`src/rtl/ch3d_pkg.sv`:
```
// shared types, codes and constant tables for the joint colour histogram
// used by ch3d_ctrl, ch3d_datapath and color_histogram_3d_core; no dependencies
package ch3d_pkg;

  localparam int TOTAL_BINS   = 4096;
  localparam int ADDR_BITS    = 12;
  localparam int COUNT_BITS   = 20;
  localparam int BINS_BITS    = 5;
  localparam int CHAN_BITS    = 8;
  localparam int MAX_BINS     = 16;
  localparam int QIDX_BITS    = 4;
  localparam int RECIP_BITS   = 13;
  localparam int RECIP_SHIFT  = 16;
  localparam int PROD_BITS    = CHAN_BITS + RECIP_BITS;

  localparam logic [BINS_BITS-1:0] BINS_RESET = 5'd8;

  // configuration register indexes
  localparam logic [1:0] REG_BINS_FIRST  = 2'd0;
  localparam logic [1:0] REG_BINS_SECOND = 2'd1;
  localparam logic [1:0] REG_BINS_THIRD  = 2'd2;

  typedef enum logic [1:0] {
    FUNC_ADD      = 2'd0,
    FUNC_READ     = 2'd1,
    FUNC_READ_CLR = 2'd2,
    FUNC_NONE     = 2'd3
  } func_t;

  // ceil(2^16 / ceil(256 / b)) for b = 1..16, indexed by b - 1;
  // (v * entry) >> 16 equals v / step exactly for any 8-bit v
  localparam logic [RECIP_BITS-1:0] RECIP [MAX_BINS] = '{
    13'd256,  13'd512,  13'd763,  13'd1024,
    13'd1261, 13'd1525, 13'd1772, 13'd2048,
    13'd2260, 13'd2521, 13'd2731, 13'd2979,
    13'd3277, 13'd3450, 13'd3641, 13'd4096
  };

  // controller to datapath commands
  typedef struct packed {
    logic capture;
    logic quant;
    logic addr;
    logic mem_rd;
    logic mem_upd;
    logic out_load;
    logic clr_wr;
  } cmd_t;

  // datapath to controller status
  typedef struct packed {
    logic new_pixel;
    logic new_read;
    logic is_read;
    logic clr_last;
    logic out_full;
  } sts_t;

  // clamp a bins register to 1..16
  function automatic logic [BINS_BITS-1:0] eff_bins(input logic [BINS_BITS-1:0] r);
    logic [BINS_BITS-1:0] b;
    b = r;
    if (r == '0) begin
      b = BINS_BITS'(1);
    end else if (r > BINS_BITS'(MAX_BINS)) begin
      b = BINS_BITS'(MAX_BINS);
    end
    return b;
  endfunction

endpackage

```
`src/rtl/ch3d_ctrl.sv`:
```
// sequencing state machine for the joint colour histogram
// depends on ch3d_pkg for the command and status structs
module ch3d_ctrl (
  input  logic          clk,
  input  logic          rst_n,
  input  logic          in_valid,
  output logic          in_ready,
  input  ch3d_pkg::sts_t sts,
  output ch3d_pkg::cmd_t cmd
);

  typedef enum logic [2:0] {
    ST_CLEAR,
    ST_IDLE,
    ST_QUANT,
    ST_ADDR,
    ST_READ,
    ST_UPDATE
  } state_t;

  state_t state_r, state_nxt;

  // next state and commands
  always_comb begin
    state_nxt = state_r;
    cmd       = '0;
    in_ready  = 1'b0;
    case (state_r)
      ST_CLEAR: begin
        cmd.clr_wr = 1'b1;
        if (sts.clr_last) begin
          state_nxt = ST_IDLE;
        end
      end
      ST_IDLE: begin
        in_ready = 1'b1;
        if (in_valid) begin
          cmd.capture = 1'b1;
          if (sts.new_pixel) begin
            state_nxt = ST_QUANT;
          end else if (sts.new_read) begin
            state_nxt = ST_READ;
          end
        end
      end
      ST_QUANT: begin
        cmd.quant = 1'b1;
        state_nxt = ST_ADDR;
      end
      ST_ADDR: begin
        cmd.addr  = 1'b1;
        state_nxt = ST_READ;
      end
      ST_READ: begin
        cmd.mem_rd = 1'b1;
        state_nxt  = ST_UPDATE;
      end
      ST_UPDATE: begin
        // a read waits here until the output slot is free
        if (!(sts.is_read && sts.out_full)) begin
          cmd.mem_upd  = 1'b1;
          cmd.out_load = sts.is_read;
          state_nxt    = ST_IDLE;
        end
      end
      default: begin
        state_nxt = ST_IDLE;
      end
    endcase
  end

  // state register
  always_ff @(posedge clk) begin
    if (!rst_n) begin
      state_r <= ST_CLEAR;
    end else begin
      state_r <= state_nxt;
    end
  end

endmodule

```
`config.mk`:
```
export PLATFORM = sky130hd
export DESIGN_NAME = ch3d_ctrl
export DESIGN_NICKNAME = d
export VERILOG_FILES = /design/src/rtl/ch3d_pkg.sv /design/src/rtl/ch3d_ctrl.sv
export SDC_FILE = /design/constraint.sdc
export NUM_CORES = 1
export LEC_CHECK = 0
export ABC_AREA = 1
export BUFFER_PORTS_ARGS = -buffer_cell sky130_fd_sc_hd__buf_2
export CAP_MARGIN = 20
export CORE_AREA = 4 4 41 43
export DETAILED_ROUTE_END_ITERATION = 12
export DIE_AREA = 0 0 45 47
export GPL_TIMING_DRIVEN = 0
export SLEW_MARGIN = 5
export SYNTH_ARGS = -nofsm -noshare
export SYNTH_HDL_FRONTEND = slang
export SYNTH_SLANG_ARGS = --single-unit
```
`constraint.sdc`:
```
create_clock -name clk -period 1.9 [get_ports clk]
set_input_delay 0.19 -clock clk [delete_from_list [all_inputs] [get_ports clk]]
set_output_delay 0.19 -clock clk [all_outputs]
set_load 0.02 [all_outputs]
```
==> flow_summary.ini <==
[status]
status = completed

[cts]
cts_made_buffers = 3
cts_root_buf = clkbuf_4
clk_pin_slew_worst_paths_ns = 0.04
clockBufferDepth = 2
cts-htree-levels = 1
postCtsResizedCells = 0
clk_latency_ns = 0.23
hold_buffers = 0
postCtsSetupBuffers = 0
cts_sinks = 3
cts_tree = built

[global_routing]
grt_pass1_wl_um = 917
antenna_found_initial = 0
grt_overflow = 0
track_usage = 0.0648
grt_pass1_vias = 247
grt_max_degree = 6

[timing]
min_period_ns = 1.46
fin_skew_ns = 0.00161
drv_slew = 0
rsz0062_at_grt = no
setup_viol_count_final = 0
fin_ws_ns = 0.438
finalHoldViolCount = 0
tightestPinTransition_ns = 0.202
period_share = 0.770
tns_ns = 0
max_freq_mhz = 684
slew_headroom = 0.865

[die]
fp.dieH_um = 47
die_area_um2 = 2120
rows = 13
ios = 16
core_area_um2 = 1300
start_util = 0.188
die-width_um = 45

[synth]
ys_ff_latch = 3
synthMuxAreaShare = 0
synth_top_family_by_area = simple AND/OR/NAND/NOR gates
syn_nets = 49
synthXorXnorAreaFrac = 0
syn_area_per_cell_um2 = 5.95
synth_compound_area_frac = 0.0462
yosysWarningCount = 0
synthCells = 41
yosysTopAreaCellShare = 0.246
yosysTopAreaCell = dfxtp_1
netlist_top_cells_area = dfxtp_1 (25%), nor2_1 (22%), nor3_2 (8.2%), inv_1 (7.7%), nand3_1 (6.2%)
syn_area_um2 = 244
synthSimpleGateAreaFrac = 0.600
synth-seq-area-share = 0.246
yosys.cell_types.count = 14
synth-adder-area-share = 0

[critical_path]
end_kind = primary output
crit_buf_inv = 2
cp_cell_sequence = inv_1 -> nor2_1 -> nand2_1 -> nor3b_1 -> buf_2
worstPathMaxFanout = 5
crit_family = flip-flops
startpoint_type = flip-flop
cp.required_ns = 1.71
cp.arrival_ns = 1.27
worstSetupPathType = reg2out
crit_slowest_cell = dfxtp_1
r2r_slack_ns = 0.84
cp_slowest_stage_delay_ns = 0.41

[job]
cap_violations = 0

[detailed_routing]
wl_per_cell_um = 7.68
wl_um = 576
post_drt_via_cell_ratio = 3.99
num_vias = 299
drt_iter0_drc = 3
dr.pass1.iters = 4
antenna_left = 0
drc = 0

[final_layout]
diodes = 0
final_cell_mix = buf_2 (15), nor2_1 (14), inv_1 (5)
fill_cells = 166
nets = 69
final_common_cell = buf_2
largest_reg_flops = 3
layout-drive-gt1-share = 0.433
largest_register = state_r
area_growth_pct = 49.2
reg.largest.list = state_r (3)

[placement]
globalplace.congestion = 0.726
dp_hpwl_um = 514
port_buffers = 15
dpl_worst_slack_ns = 0.672

[power_and_ir_drop]
leakagePower_nw = 0.209
power.density_nw_per_um2 = 962
irDropWorstVdd_uv = 267

[min_path]
hp-class = in2reg
## kinds of logic after synthesis
kind of cell    count (synthesis)
compound gates                  2
flops                           3
simple gates                   29
buf+inv                         7
## power by group
group	leakage (nW)	switching, mW	internal [mW]
clock	0.0150	0.0307	0.0785
combinational	0.170	0.0966	0.0541
sequential	0.0247	0.0163	0.0742
## final timing paths
check,cells after the start,from,to
worst max-delay path,5,state_r[0],cmd[1]
worst max register to register,7,state_r[2],state_r[0]
worst min-delay path,3,rst_n,state_r[0]
worst min register to register,3,state_r[0],state_r[0]
## worst register-to-register path: stages, from the launching register on
cell and delay (ns):
dfxtp_1 0.41, inv_2 0.09, nand2_2 0.10, nor2_2 0.05, nand2_2 0.07, nand3_2 0.08
nor2_1 0.11, nor2_1 0.04
## routing by layer
layer	vias up	wire (µm)	global-route usage
met5	-	0	0
met4	0	10	0.0702
met3	2	44	0.0345
met2	7	262	0.0819
met1	120	258	0.0727
li1	170	-	-
## cells in the mapped netlist
master     n
inv_1      5
nor3_2     2
nor3b_1    1
inv_2      2
nand3_2    1
nand2_2    2
nand3b_1   1
o21ai_1    1
nand3_1    3
dfxtp_1    3
o22ai_1    1
nor2_1    14
nand2_1    4
nor2_2     1
## cell type report
class | instances | area [µm²] | share of cell area
Multi-Input combinational cell | 31 | 158 | 0.433
Timing Repair Buffer | 15 | 75.1 | 0.206
Sequential cell | 3 | 60.1 | 0.165
Clock buffer | 4 | 26.3 | 0.0722
Inverter | 7 | 26.3 | 0.0722
Tap cell | 15 | 18.8 | 0.0515
## per-stage QoR
stage	instance area, µm²	utilization	power, mW	hold slack [ns]	instances
2_1_floorplan	244	-	0.201	0.318	41
4_1_cts	364	0.280	0.361	0.202	75
6_report	364	0.280	0.350	0.213	75
3_5_place_dp	338	0.260	0.244	0.451	71
3_3_place_gp	338	0.260	0.244	0.450	71
5_1_grt	364	0.280	0.386	0.218	75
(Power assumes the default switching activity.)
